**config.mk**
```make
export PLATFORM = sky130hd
export DESIGN_NAME = sync_length_crc16_frame_parser_top
export DESIGN_NICKNAME = d
export VERILOG_FILES = /design/src/design/slcf_pkg.sv /design/src/design/sync_length_crc16_frame_parser_top.sv
export VERILOG_INCLUDE_DIRS = /design/src /design/src/design
export SDC_FILE = /design/constraint.sdc
export NUM_CORES = 1
export LEC_CHECK = 0
export ABC_AREA = 0
export BUFFER_PORTS_ARGS = -buffer_cell sky130_fd_sc_hd__clkbuf_2
export CORE_ASPECT_RATIO = 0.8
export CORE_MARGIN = 4
export CORE_UTILIZATION = 40
export CTS_CLUSTER_DIAMETER = 120
export DETAILED_ROUTE_END_ITERATION = 10
export PLACE_DENSITY = 0.62
export SYNTH_ARGS = -nofsm -noshare
export SYNTH_HDL_FRONTEND = slang
export SYNTH_SLANG_ARGS = --single-unit
export TNS_END_PERCENT = 100
```
**constraint.sdc**
```tcl
create_clock -name clk -period 6.3 [get_ports clk]
set_input_delay 1.26 -clock clk [delete_from_list [all_inputs] [get_ports clk]]
set_output_delay 1.26 -clock clk [all_outputs]
set_load 0.01 [all_outputs]
```
**src/design/sync_length_crc16_frame_parser_top_assert.svh**
```systemverilog
// ----------------------------------------------------------------------------
// Assertion macros for the sync / length / CRC-16 frame parser
// Shared property wrappers, clocked on clk and disabled during reset.
// ----------------------------------------------------------------------------
`ifndef SYNC_LENGTH_CRC16_FRAME_PARSER_TOP_ASSERT_SVH
`define SYNC_LENGTH_CRC16_FRAME_PARSER_TOP_ASSERT_SVH

// same-cycle implication
`define SLCF_ASSERT_NOW(label, ante, cons) \
    label: assert property (@(posedge clk) disable iff (!rst_n) (ante) |-> (cons)) \
        else $error("slcf assertion failed: same-cycle check");

// next-cycle implication
`define SLCF_ASSERT_NEXT(label, ante, cons) \
    label: assert property (@(posedge clk) disable iff (!rst_n) (ante) |=> (cons)) \
        else $error("slcf assertion failed: next-cycle check");

`endif

```
**src/design/slcf_pkg.sv**
```systemverilog
// ----------------------------------------------------------------------------
// slcf_pkg
// Types, codes and the byte-wise CRC-16 step for the frame parser.
// ----------------------------------------------------------------------------
package slcf_pkg;

    typedef enum logic [2:0] {
        PH_SYNC   = 3'd0,
        PH_SIZE_L = 3'd1,
        PH_SIZE_H = 3'd2,
        PH_CMD    = 3'd3,
        PH_DATA   = 3'd4,
        PH_CRC_L  = 3'd5,
        PH_CRC_H  = 3'd6
    } phase_t;

    localparam logic [1:0] STATUS_OK   = 2'd0;
    localparam logic [1:0] STATUS_ERR  = 2'd1;
    localparam logic [1:0] STATUS_DONE = 2'd2;

    localparam int unsigned ADDR_W = 5;

    localparam logic [2:0] REG_SYNC_VALUE  = 3'd0;
    localparam logic [2:0] REG_SIZE_OFFSET = 3'd1;
    localparam logic [2:0] REG_MAX_PAYLOAD = 3'd2;
    localparam logic [2:0] REG_CRC_POLY    = 3'd3;
    localparam logic [2:0] REG_CRC_START   = 3'd4;

    localparam logic [7:0]  SYNC_VALUE_RST  = 8'hAA;
    localparam logic [7:0]  SIZE_OFFSET_RST = 8'd1;
    localparam logic [15:0] MAX_PAYLOAD_RST = 16'd64;
    localparam logic [15:0] CRC_POLY_RST    = 16'hA001;
    localparam logic [15:0] CRC_START_RST   = 16'hFFFF;

    // Reflected CRC-16 over one byte: eight shift/xor rounds on the low byte.
    function automatic logic [15:0] crc_byte(
        input logic [15:0] crc,
        input logic [7:0]  data,
        input logic [15:0] poly
    );
        logic [15:0] t;
        t = {8'h00, crc[7:0] ^ data};
        for (int k = 0; k < 8; k++)
        begin
            if (t[0])
                t = (t >> 1) ^ poly;
            else
                t = t >> 1;
        end
        return t ^ {8'h00, crc[15:8]};
    endfunction

endpackage

```
**src/design/sync_length_crc16_frame_parser_top.sv**
```systemverilog
// An input transfer passes through the input register and then the result register.
// One byte per cycle unless out_stall holds; CRC step and phase update sit in one stage.
// Every accepted byte yields exactly one result transfer.
// Reset (rst_n, async, active low): hunting for sync, CRC = 0xFFFF, registers at defaults.
// ----------------------------------------------------------------------------
// sync_length_crc16_frame_parser_top
// Byte-wise receive parser for sync / size / command / payload / CRC-16 frames.
// ----------------------------------------------------------------------------
`include "sync_length_crc16_frame_parser_top_assert.svh"

module sync_length_crc16_frame_parser_top
(
    input  logic                        clk,
    input  logic                        rst_n,
    input  logic                        in_valid,
    output logic                        in_stall,
    input  logic [7:0]                  rx_byte,
    output logic                        out_valid,
    input  logic                        out_stall,
    output logic [1:0]                  status,
    output logic [7:0]                  command,
    output logic                        payload_valid,
    output logic [7:0]                  payload_byte,
    output logic [15:0]                 payload_index,
    output logic [15:0]                 payload_count,
    input  logic                        psel,
    input  logic                        penable,
    input  logic                        pwrite,
    input  logic [slcf_pkg::ADDR_W-1:0] paddr,
    input  logic [31:0]                 pwdata,
    output logic [31:0]                 prdata,
    output logic                        pready
);

    import slcf_pkg::*;

    // configuration
    logic [7:0]  sync_value_reg;
    logic [7:0]  size_offset_reg;
    logic [15:0] max_payload_reg;
    logic [15:0] crc_poly_reg;
    logic [15:0] crc_start_reg;
    logic        cfg_write;
    logic [2:0]  cfg_index;

    // input register
    logic        in_valid_reg;
    logic [7:0]  in_byte_reg;
    logic        advance;

    // parser state
    phase_t      phase_reg, phase_next;
    logic [15:0] crc_reg, crc_next;
    logic [15:0] size_reg, size_next;
    logic [7:0]  cmd_reg, cmd_next;
    logic [15:0] rcvd_reg, rcvd_next;

    // result register
    logic        out_valid_reg;
    logic [1:0]  status_reg, status_next;
    logic [7:0]  command_reg, command_next;
    logic        pv_reg, pv_next;
    logic [7:0]  pb_reg, pb_next;
    logic [15:0] pi_reg, pi_next;
    logic [15:0] pc_reg, pc_next;

    logic [15:0] crc_step;
    logic [15:0] size_full;
    logic [16:0] size_max;
    logic [16:0] rcvd_sum;

    // ------------------------------------------------------------------
    // APB register file
    // ------------------------------------------------------------------
    assign pready    = 1'b1;
    assign cfg_index = paddr[ADDR_W-1:2];
    assign cfg_write = psel && penable && pwrite;

    always_ff @(posedge clk or negedge rst_n)
    begin
        if (!rst_n)
        begin
            sync_value_reg  <= SYNC_VALUE_RST;
            size_offset_reg <= SIZE_OFFSET_RST;
            max_payload_reg <= MAX_PAYLOAD_RST;
            crc_poly_reg    <= CRC_POLY_RST;
            crc_start_reg   <= CRC_START_RST;
        end
        else if (cfg_write)
        begin
            case (cfg_index)
                REG_SYNC_VALUE:  sync_value_reg  <= pwdata[7:0];
                REG_SIZE_OFFSET: size_offset_reg <= pwdata[7:0];
                REG_MAX_PAYLOAD: max_payload_reg <= pwdata[15:0];
                REG_CRC_POLY:    crc_poly_reg    <= pwdata[15:0];
                REG_CRC_START:   crc_start_reg   <= pwdata[15:0];
                default:         ;
            endcase
        end
    end

    always_comb
    begin
        case (cfg_index)
            REG_SYNC_VALUE:  prdata = {24'h0, sync_value_reg};
            REG_SIZE_OFFSET: prdata = {24'h0, size_offset_reg};
            REG_MAX_PAYLOAD: prdata = {16'h0, max_payload_reg};
            REG_CRC_POLY:    prdata = {16'h0, crc_poly_reg};
            REG_CRC_START:   prdata = {16'h0, crc_start_reg};
            default:         prdata = 32'h0;
        endcase
    end

    // ------------------------------------------------------------------
    // Handshake: input stage moves on whenever the result register frees up
    // ------------------------------------------------------------------
    assign advance  = in_valid_reg && (!out_valid_reg || !out_stall);
    assign in_stall = in_valid_reg && !advance;

    always_ff @(posedge clk or negedge rst_n)
    begin
        if (!rst_n)
            in_valid_reg <= 1'b0;
        else if (!in_stall)
            in_valid_reg <= in_valid;
    end

    always_ff @(posedge clk)
    begin
        if (in_valid && !in_stall)
            in_byte_reg <= rx_byte;
    end

    // ------------------------------------------------------------------
    // Frame parsing
    // ------------------------------------------------------------------
    assign crc_step  = crc_byte(crc_reg, in_byte_reg, crc_poly_reg);
    assign size_full = {in_byte_reg, size_reg[7:0]};
    assign size_max  = {1'b0, max_payload_reg} + {9'h0, size_offset_reg};
    assign rcvd_sum  = {1'b0, rcvd_reg + 16'd1} + {9'h0, size_offset_reg};

    always_comb
    begin
        phase_next   = phase_reg;
        crc_next     = crc_reg;
        size_next    = size_reg;
        cmd_next     = cmd_reg;
        rcvd_next    = rcvd_reg;
        status_next  = STATUS_OK;
        command_next = 8'h00;
        pv_next      = 1'b0;
        pb_next      = 8'h00;
        pi_next      = 16'h0000;
        pc_next      = 16'h0000;

        case (phase_reg)
            PH_SYNC:
            begin
                if (in_byte_reg == sync_value_reg)
                begin
                    phase_next = PH_SIZE_L;
                    crc_next   = crc_start_reg;
                    rcvd_next  = 16'h0000;
                end
            end
            PH_SIZE_L:
            begin
                size_next  = {8'h00, in_byte_reg};
                phase_next = PH_SIZE_H;
            end
            PH_SIZE_H:
            begin
                size_next = size_full;
                if (size_full >= {8'h00, size_offset_reg} && {1'b0, size_full} <= size_max)
                    phase_next = PH_CMD;
                else
                begin
                    phase_next  = PH_SYNC;
                    status_next = STATUS_ERR;
                end
            end
            PH_CMD:
            begin
                crc_next   = crc_step;
                cmd_next   = in_byte_reg;
                phase_next = (size_reg != {8'h00, size_offset_reg}) ? PH_DATA : PH_CRC_L;
            end
            PH_DATA:
            begin
                crc_next  = crc_step;
                pv_next   = 1'b1;
                pb_next   = in_byte_reg;
                pi_next   = rcvd_reg;
                rcvd_next = rcvd_reg + 16'd1;
                if (rcvd_sum >= {1'b0, size_reg})
                    phase_next = PH_CRC_L;
            end
            PH_CRC_L:
            begin
                crc_next   = crc_step;
                phase_next = PH_CRC_H;
            end
            PH_CRC_H:
            begin
                crc_next   = crc_step;
                phase_next = PH_SYNC;
                if (crc_step == 16'h0000)
                begin
                    status_next  = STATUS_DONE;
                    command_next = cmd_reg;
                    pc_next      = rcvd_reg;
                end
                else
                    status_next = STATUS_ERR;
            end
            default:
            begin
                phase_next  = PH_SYNC;
                status_next = STATUS_ERR;
            end
        endcase
    end

    always_ff @(posedge clk or negedge rst_n)
    begin
        if (!rst_n)
        begin
            phase_reg <= PH_SYNC;
            crc_reg   <= 16'hFFFF;
            size_reg  <= 16'h0000;
            cmd_reg   <= 8'h00;
            rcvd_reg  <= 16'h0000;
        end
        else if (advance)
        begin
            phase_reg <= phase_next;
            crc_reg   <= crc_next;
            size_reg  <= size_next;
            cmd_reg   <= cmd_next;
            rcvd_reg  <= rcvd_next;
        end
    end

    // ------------------------------------------------------------------
    // Result register
    // ------------------------------------------------------------------
    always_ff @(posedge clk or negedge rst_n)
    begin
        if (!rst_n)
            out_valid_reg <= 1'b0;
        else if (advance)
            out_valid_reg <= 1'b1;
        else if (!out_stall)
            out_valid_reg <= 1'b0;
    end

    always_ff @(posedge clk)
    begin
        if (advance)
        begin
            status_reg  <= status_next;
            command_reg <= command_next;
            pv_reg      <= pv_next;
            pb_reg      <= pb_next;
            pi_reg      <= pi_next;
            pc_reg      <= pc_next;
        end
    end

    assign out_valid     = out_valid_reg;
    assign status        = status_reg;
    assign command       = command_reg;
    assign payload_valid = pv_reg;
    assign payload_byte  = pb_reg;
    assign payload_index = pi_reg;
    assign payload_count = pc_reg;

    // ------------------------------------------------------------------
    // Assertions
    // ------------------------------------------------------------------
    `SLCF_ASSERT_NOW(a_pv_only_ok, out_valid_reg && pv_reg, status_reg == STATUS_OK)
    `SLCF_ASSERT_NEXT(a_crc_h_ends_frame, advance && phase_reg == PH_CRC_H, phase_reg == PH_SYNC)
    `SLCF_ASSERT_NEXT(a_data_gives_payload, advance && phase_reg == PH_DATA,
        out_valid_reg && pv_reg)
    `SLCF_ASSERT_NOW(a_stall_needs_result, in_stall, out_valid_reg && out_stall)

endmodule
```
== Yosys cells after proc, flatten, opt, wreduce, memory -nomap -nowiden ==
Index checks and enable logic that the tools add are counted.

* Add/subtract/negate cells: 3
* Magnitude comparators: 3
* Equal/unequal tests: 15
* Multiplexer cells: 25
* Bitwise logic cells: 11
* Reductions and logical operators: 31

{| class="wikitable"
|+ Operator list
! operator !! number
|-
| $mux W16 || 10
|-
| $xor A15 B16 Y16 || 7
|-
| $pmux W16 S2 || 3
|-
| $pmux W16 S5 || 1
|-
| $add A16 B8 Y17 || 2
|-
| $pmux W3 S6 || 1
|-
| $ge A17 B16 Y1 || 1
|-
| $le A16 B17 Y1 || 1
|-
| $add A16 B1 Y16 const B || 1
|-
| $ge A16 B8 Y1 || 1
|-
| $logic_not A16 Y1 || 1
|-
| $ne A16 B8 Y1 || 1
|-
| $reduce_and A2 Y1 || 8
|-
| $xor A16 B8 Y16 || 1
|-
| $xor A7 B16 Y16 || 1
|-
| $eq A3 B2 Y1 const B || 4
|-
| $eq A3 B3 Y1 const B || 4
|-
| $reduce_and A3 Y1 || 4
|-
| $eq A8 B8 Y1 || 1
|-
| $xor A8 B8 Y8 || 1
|-
| $eq A3 B1 Y1 const B || 2
|-
| $logic_and A1 B1 Y1 || 6
|-
| $logic_not A3 Y1 || 2
|-
| $mux W3 || 2
|-
| other kinds (11) || 22
|}

* Bits in registers: 184
* Bits of input ports: 52
* Output and inout port bits: 86
* Logic and storage cells: 108

== Longest topological paths before layout ==
Gate-level depths: netlist (run 1).

* Word-level depth: 21
* Mapped depth: 25
* Mapped depth without buffers: 24

== Worst setup path before layout (run 1) ==
Ideal clock, no wire load.

* Kind: register to register
* From: register in_byte_reg[0]
* To: register status_reg[0] (netlist: status[0]), data pin
* Library setup time: 0.259 ns
* Arrival time: 4.828 ns
* Data required time: 6.041 ns
* Path slack: 1.213 ns
* Stages on the path, launching flop included: 21
* Buffers on the path: 5
* Clock period less this slack: 5.087 ns
* Cell sequence: edfxtp_1 buf_2 xnor2_2 nor2_1 a311oi_1 o311ai_1 or3_1 buf_2 and2_4 buf_6 a21o_1 or3_4 buf_6 buf_6 a2111oi_4 o31ai_1 o2bb2ai_2 xnor2_1 a2111oi_4 or4b_1 o31a_1

* Cells in the longest elaborated chain, start to end: 20
* Elaborated cells between the ends (all ways): 24
* Those cells by class: order compare (2); mux (11); bitwise (9); reduce/logical (2)

{| class="wikitable"
|+ RTL lines
! element !! RTL line !! source
|-
| from (decl) || sync_length_crc16_frame_parser_top.sv:48 || <nowiki>logic [7:0] in_byte_reg;</nowiki>
|-
| from (signal assigned) || sync_length_crc16_frame_parser_top.sv:131 || <nowiki>in_byte_reg <= rx_byte;</nowiki>
|-
| $xor A8 B8 Y8 || slcf_pkg.sv:42 || <nowiki>t = {8'h00, crc[7:0] ^ data};</nowiki>
|-
| $mux W16 || slcf_pkg.sv:45 || <nowiki>if (t[0])</nowiki>
|-
| $xor A15 B16 Y16 || slcf_pkg.sv:46 || <nowiki>t = (t >> 1) ^ poly;</nowiki>
|-
| $mux W16 || slcf_pkg.sv:45 ||
|-
| $xor A15 B16 Y16 || slcf_pkg.sv:46 ||
|-
| $mux W16 || slcf_pkg.sv:45 ||
|-
| $xor A15 B16 Y16 || slcf_pkg.sv:46 ||
|-
| $mux W16 || slcf_pkg.sv:45 ||
|-
| [... 5 more ...] || - ||
|-
| $mux W16 || slcf_pkg.sv:45 ||
|-
| $xor A15 B16 Y16 || slcf_pkg.sv:46 ||
|-
| $mux W16 || slcf_pkg.sv:45 ||
|-
| $xor A16 B8 Y16 || slcf_pkg.sv:50 || <nowiki>return t ^ {8'h00, crc[15:8]};</nowiki>
|-
| $logic_not A16 Y1 || sync_length_crc16_frame_parser_top.sv:207 || <nowiki>if (crc_step == 16'h0000)</nowiki>
|-
| $mux W2 || sync_length_crc16_frame_parser_top.sv:207 ||
|-
| $pmux W2 S3 * || sync_length_crc16_frame_parser_top.sv:156 || <nowiki>case (phase_reg)</nowiki>
|-
| named net status_next[0] || sync_length_crc16_frame_parser_top.sv:60 || <nowiki>logic [1:0] status_reg, status_next;</nowiki>
|-
| to (signal assigned) || sync_length_crc16_frame_parser_top.sv:261 || <nowiki>status_reg <= status_next;</nowiki>
|-
| to (decl) || sync_length_crc16_frame_parser_top.sv:60 ||
|}

The timed path passes the listed nets; every way through them passes the cells marked *.
A chain may end at the register's enable or synchronous reset.

== Worst setup path in the final report (run 1) ==
* From: register in_byte_reg[1]
* To: register status_reg[1] (netlist: status[1]), data pin

* Cells in the longest elaborated chain, start to end: 20

{| class="wikitable"
|+ RTL lines
! element !! RTL line
|-
| $xor A8 B8 Y8 * || slcf_pkg.sv:42
|-
| $xor A7 B16 Y16 || slcf_pkg.sv:46
|-
| $mux W16 * (2 in a row) || slcf_pkg.sv:45
|-
| $xor A15 B16 Y16 || slcf_pkg.sv:46
|-
| $mux W16 * || slcf_pkg.sv:45
|-
| $xor A15 B16 Y16 || slcf_pkg.sv:46
|-
| $mux W16 * || slcf_pkg.sv:45
|-
| $xor A15 B16 Y16 || slcf_pkg.sv:46
|-
| [... 4 more ...] || -
|-
| $mux W16 * || slcf_pkg.sv:45
|-
| $xor A15 B16 Y16 || slcf_pkg.sv:46
|-
| $mux W16 * || slcf_pkg.sv:45
|-
| $xor A16 B8 Y16 * || slcf_pkg.sv:50
|-
| $logic_not A16 Y1 * || sync_length_crc16_frame_parser_top.sv:207
|-
| $mux W2 * || sync_length_crc16_frame_parser_top.sv:207
|-
| $pmux W2 S3 * || sync_length_crc16_frame_parser_top.sv:156
|-
| named net status_next[1] || sync_length_crc16_frame_parser_top.sv:60
|}

Marks and branches as above.

==> flow_metrics.tcl, run 1 <==
set metrics [dict create \
    max_freq_mhz 167.9 \
    ys_types 97 \
    die-area_um2 38470 \
    seq_area_frac_synth 0.3499 \
    synth_edf_count 59 \
    synth-simple-area-share 0.1827 \
    wire_per_inst_um 21.06 \
    diodes 0 \
    grt_pass1_wl_um 68190 \
    overflow 0 \
    arrival_ns 6.14 \
    required_ns 6.49 \
    drive_above_1_share 0.2202 \
    clock-sinks 184 \
    gp_congestion 0.9332 \
    routed_wl_um 44000 \
    timing_worst_slew_pin_value_ns 1.164 \
    critPathCaptureType "flip-flop" \
    grt_max_degree 74 \
    worst_clock_skew_ns 0.01381 \
    post_cts_buffers 0 \
    finalHoldViolCount 0 \
    drv_cap 0 \
    max_slew_margin 0.2231 \
    antenna_found_initial 0 \
    nNetsFinal 1716 \
    drc_errors 0 \
    seq_area_um2 4951 \
    synth_top_family_by_area "compound AO/OA/AOI/OAI gates" \
    cp_max_fo 25 \
    cts_buffers 17 \
    start_util 0.4066 \
    status "finished clean" \
    synthArstFlopShare 0.6793 \
    max_stage_delay_ns 0.62 \
    hold_buffers 0 \
    setup-violations-final 0 \
    vias 12250 \
    clock_latency_ns 0.45 \
    startpoint_type "flip-flop" \
    ys.flop_type "dfrtp_1" \
    synth.area.mux_share 0.07145 \
    ys_ff_latch 184 \
    clk_pin_slew_ns 0.07 \
    syn_area_um2 14150 \
    vias_per_cell 5.864 \
    cpMostUsedCell "buf_4" \
    rsz0062_at_grt "no" \
    yosys.area_share.adder 0.05412 \
    htree_levels 4 \
    grt_pass1_vias 11520 \
    synthToLayoutAreaGrowth_pct 11.95 \
    min_path_type "flip-flop to flip-flop" \
    fin_setup_tns_ns 0 \
    core_um2 34800 \
    rows 61 \
    die_w_um 218.3 \
    drv_slew 0 \
    track_usage 0.2268 \
    synth_compound_area_frac 0.1848 \
    cts.path.max_buffers 2 \
    drt_iter0_drc 1308 \
    cp_top_family "compound AO/OA/AOI/OAI gates" \
    criticalPathCategory "flip-flop to flip-flop" \
    firstDrtPassIters 5 \
    synthCells 1544 \
    cts_root_buf "clkbuf_16" \
    cts_tree "yes" \
    die_y_um 176.2 \
    post-route-period-util 0.9453 \
    place.port_buffers 102 \
    synth_area_per_cell_um2 9.164 \
    dp_hpwl_um 32500 \
    multi_input_area_um2 8448 \
    cp_cell_sequence "xnor2_1 -> buf_4 -> nor4_1 -> a311oi_1 -> o311ai_1 -> or3_1 -> a211o_1 -> a21oi_2 -> or2_1 -> buf_4 -> a211oi_1 -> a221o_1 -> a211oi_2 -> a2111oi_0 -> nor4_1 -> buf_4 -> nand2b_1 -> buf_12 -> nor4b_1" \
    route.antenna.remaining_nets 0 \
    pin_count 138 \
    synth_xor_area_frac 0.09638 \
    fin_crit_ns 5.955 \
    crit_buf_inv 4 \
    cp_slowest_cell "edfxtp_1" \
    synth_warnings 0 \
    n_fill_cell 3420 \
]
-- worst min-delay path, delay by kind of cell, from the launching register on --
family | cells | cell delay (ns)
AND/OR/NAND/NOR | 1 | 0.04
flip-flops | 1 | 0.37
AO/OA/AOI/OAI | 1 | 0.07
-- kinds of logic after synthesis --
logic type / count (synthesis)
buffers and inverters: 188
muxes: 92
AOI/OAI and AO/OA: 379
xor gates and xnor gates: 146
adders and majority gates: 60
other: 2
DFF: 184
and+or+nand+nor: 493
-- cell type report --
class                           instances  area share
Multi-Input combinational cell       1187      0.5333
Sequential cell                       184      0.3126
Timing Repair Buffer                  161     0.06351
Tap cell                              472     0.03728
Clock buffer                           17     0.02686
Clock inverter                         15     0.01390
Inverter                               53     0.01256
-- path summary, 6_finish.rpt --
path	startpoint	endpoint	slack, ns	cells past startpoint
max in group asynchronous	rst_n	cmd_reg[6]$_DFFE_PN0P_	4.10	2
max	in_byte_reg[1]$_DFFE_PP_	status[1]$_DFFE_PP_	0.34	19
min in group asynchronous	rst_n	size_offset_reg[6]$_DFFE_PN0P_	0.94	1
min	crc_reg[5]$_DFFE_PN1P_	crc_reg[5]$_DFFE_PN1P_	0.49	2
max reg2reg	in_byte_reg[1]$_DFFE_PP_	status[1]$_DFFE_PP_	0.34	19
min reg2reg	crc_reg[5]$_DFFE_PN1P_	crc_reg[5]$_DFFE_PN1P_	0.49	2
-- per-layer routing --
| metal | up-vias | part of all wire | global-route usage | routed length, um |
|---|---|---|---|---|
| li1 | 5703 | - | - | - |
| met1 | 5991 | 0.48 | 0.3436 | 20920 |
| met2 | 509 | 0.43 | 0.3296 | 18780 |
| met3 | 46 | 0.083 | 0.05058 | 3633 |
| met4 | 0 | 0.015 | 0.05212 | 663 |
| met5 | - | 0 | 0 | 0 |
-- cell usage in the layout (no fill, tap or decap), types with 17 or more instances in the layout --
cell type,count
a21o_1,18
ha_1,58
o21ai_0,116
mux2i_1,32
nand3_1,57
buf_4,56
mux2_2,58
dfstp_2,41
inv_1,49
conb_1,17
nand2_1,167
xnor2_1,113
and2_1,34
a211oi_1,20
clkbuf_2,101
dfrtp_1,84
clkbuf_16,17
nor4_2,21
xor2_1,24
edfxtp_1,59
a21oi_1,64
nor2_1,69
nand4_1,25
nor4_1,18
nor3_1,23
-- synth_stat cells, drive strengths merged, types with 23 or more instances --
master	number	share of area
nand2	168	0.045
o21ai	122	0.043
xnor2	116	0.073
dfrtp	84	0.15
clkbuf	81	0.022
nor2	70	0.019
a21oi	65	0.023
edfxtp	59	0.13
mux2	59	0.047
ha	58	0.051
nand3	58	0.021
buf	54	0.024
inv	50	0.013
dfstp	41	0.076
nor4	39	0.026
and2	36	0.016
mux2i	32	0.023
nand4	27	0.013
nor3	26	0.0092
xor2	26	0.017
a211oi	23	0.014
-- stage by stage --
step / std cells / utilization / setup WS, ns / area, um^2 / hold slack [ns]
finish: 2089 / 0.4551 / 0.3447 / 15840 / 0.4882
global route: 2089 / 0.4551 / 0.03502 / 15840 / 0.5168
CTS: 2089 / 0.4548 / 0.3278 / 15830 / 0.4924
detailed placement: 2057 / 0.4363 / 0.3581 / 15180 / 0.4820
global placement: 2057 / 0.4363 / 0.3669 / 15180 / 0.4729
floorplan: 1559 / - / 1.213 / 14210 / 0.4574
-- what timing repair did --
| item | 4_1_cts | 5_1_grt |
|---|---|---|
| endpoints found under the hold margin | 0 | 0 |
| gates resized for setup | 0 | 2 |
| endpoints found under the setup margin | 0 | 25 |
Power of run 1 is left out: the tool's default activity adds up to more than one toggle a clock period on the data nets, which glitch-free logic cannot reach.
==> inputs of run 2 (changes only) <==
--- a/config.mk
+++ b/config.mk
@@ -9,11 +9,10 @@
 export ABC_AREA = 0
 export BUFFER_PORTS_ARGS = -buffer_cell sky130_fd_sc_hd__clkbuf_2
 export CORE_ASPECT_RATIO = 0.8
-export CORE_MARGIN = 4
-export CORE_UTILIZATION = 40
+export CORE_UTILIZATION = 30
 export CTS_CLUSTER_DIAMETER = 120
 export DETAILED_ROUTE_END_ITERATION = 10
-export PLACE_DENSITY = 0.62
+export PLACE_DENSITY = 0.5
 export SYNTH_ARGS = -nofsm -noshare
 export SYNTH_HDL_FRONTEND = slang
 export SYNTH_SLANG_ARGS = --single-unit
==> run 2 against run 1 <==
Effect of this change: non-clock buffer count up 6; core utilization down 11 points; sequential share of layout area down 0.36 points; count of clock-buffer cells in the layout up 5; worst setup slack worse by 0.073 ns; critical endpoint unchanged; maximum frequency down 1.2%; cell count up 7.0%; via count down 1.1%; register-to-register slack worse by 0.07 ns; critical path depth down 1; design area up 1.2%.
==> flow_metrics.tcl, run 2 (synthesis results as in run 1) <==
set metrics [dict create \
    die_w_um 244.8 \
    cp_slowest_cell "dfstp_2" \
    start_util 0.3066 \
    grt_max_degree 67 \
    rsz0062_at_grt "no" \
    layout_setup_ws_ns 0.2720 \
    die-area_um2 48040 \
    die_y_um 196.3 \
    route.antenna.remaining_nets 0 \
    clock_latency_ns 0.46 \
    finish.utilization 0.3472 \
    gp_congestion 0.8942 \
    antenna_found_initial 0 \
    drv_slew 0 \
    cp_cell_sequence "xor2_2 -> nor4_1 -> a311oi_1 -> o311ai_1 -> or3_1 -> a211o_1 -> and3_1 -> or2_1 -> buf_4 -> buf_4 -> a211o_1 -> mux2_4 -> a211oi_2 -> and4_1 -> o211ai_1 -> or3_1 -> buf_4 -> nor4b_1" \
    core_um2 46160 \
    n_fill_cell 4723 \
    criticalPathCategory "flip-flop to flip-flop" \
    cts_root_buf "clkbuf_16" \
    timing_worst_slew_pin_value_ns 0.9484 \
    finalHoldViolCount 0 \
    vias_per_cell 5.420 \
    clock-sinks 184 \
    status "finished clean" \
    cpMostUsedCell "buf_4" \
    grt_pass1_wl_um 72000 \
    max_stage_delay_ns 0.62 \
    drc_errors 0 \
    required_ns 6.56 \
    seq_area_um2 4951 \
    multi_input_area_um2 8466 \
    setup-violations-final 0 \
    max_slew_margin 0.3657 \
    dp_hpwl_um 34760 \
    drive_above_1_share 0.2224 \
    final_cell_mix "nand2_1, o21ai_0, xnor2_1" \
    drv_cap 0 \
    nNetsFinal 1722 \
    routed_wl_um 46750 \
    rows 70 \
    clk_pin_slew_ns 0.07 \
    fin_crit_ns 6.028 \
    drt_iter0_drc 980 \
    dp_slack_ns 0.1205 \
    cts_buffers 17 \
    min_path_type "flip-flop to flip-flop" \
    synthToLayoutAreaGrowth_pct 13.26 \
    pin_count 138 \
    cts_tree "yes" \
    cp_max_fo 25 \
    mostFrequentLayoutCell "nand2_1" \
    max_freq_mhz 165.9 \
    firstDrtPassIters 7 \
    critPathCaptureType "flip-flop" \
    overflow 0 \
    vias 12120 \
    fin_cells 2236 \
    wire_per_inst_um 20.91 \
    grt_pass1_vias 11550 \
    worst_clock_skew_ns 0.01115 \
    cts.path.max_buffers 2 \
    fin_setup_tns_ns 0 \
    post-route-period-util 0.9568 \
    track_usage 0.1968 \
    dpl.cell_count 2201 \
    place.port_buffers 102 \
    arrival_ns 6.29 \
    startpoint_type "flip-flop" \
    htree_levels 4 \
]
run 2: cell count changes in the layout (fill, tap and decap cells not counted), moves of 2 or more:
| cell | before | now |
|---|---|---|
| clkinv_2 | 0 | 3 |
| clkbuf_1 | 0 | 2 |
| clkbuf_8 | 0 | 3 |
| inv_8 | 7 | 0 |
| buf_4 | 56 | 62 |
run 2: layout make-up:
type,count,share of cell area
clock inverter,10,0.007339
antenna,1,0.0001561
timing repair buffer,167,0.06558
clock buffer,22,0.02959
multi-input combinational,1187,0.5282
tap,612,0.04778
sequential,184,0.3089
inverter,53,0.01241
run 2: worst max-delay path: cells and delay by family (launching register included):
| kind | cells | cell delay, ns |
|---|---|---|
| muxes | 1 | 0.31 |
| AOI/OAI and AO/OA | 6 | 1.51 |
| and+or+nand+nor | 7 | 2.18 |
| xor gates and xnor gates | 1 | 0.45 |
| buffers and inverters | 3 | 0.71 |
| DFF | 1 | 0.62 |
run 2: metrics by stage:
stage,area [um^2],hold WS [ns]
2_1_floorplan,14210,0.4574
3_3_place_gp,15380,0.4762
3_5_place_dp,15380,0.4794
4_1_cts,15970,0.4897
5_1_grt,16020,0.5083
6_report,16030,0.4850
run 2: path summary, 6_finish.rpt:
path / endpoint / startpoint / slack, ns / cells past startpoint
max reg2reg: status[1]$_DFFE_PP_ / crc_reg[0]$_DFFE_PN1P_ / 0.27 / 18
max in group asynchronous: max_payload_reg[2]$_DFFE_PN0P_ / rst_n / 4.06 / 2
max: status[1]$_DFFE_PP_ / crc_reg[0]$_DFFE_PN1P_ / 0.27 / 18
min in group asynchronous: size_offset_reg[5]$_DFFE_PN0P_ / rst_n / 0.93 / 1
min: crc_reg[6]$_DFFE_PN1P_ / crc_reg[6]$_DFFE_PN1P_ / 0.49 / 2
min reg2reg: crc_reg[6]$_DFFE_PN1P_ / crc_reg[6]$_DFFE_PN1P_ / 0.49 / 2
run 2: layer usage:
| metal | track usage | share of wire | routed length, um |
|---|---|---|---|
| met1 | 0.3085 | 0.51 | 23850 |
| met2 | 0.2770 | 0.42 | 19430 |
| met3 | 0.02599 | 0.060 | 2794 |
| met4 | 0.05093 | 0.015 | 680 |
| met5 | 0 | 0 | 0 |
run 2: repair_timing:
action / in CTS / in global routing
hold buffers: 0 / 0
setup endpoints to repair: 0 / 26
setup buffers: 0 / 2
resized for setup: 0 / 5
Power of run 2 is left out for the same reason.
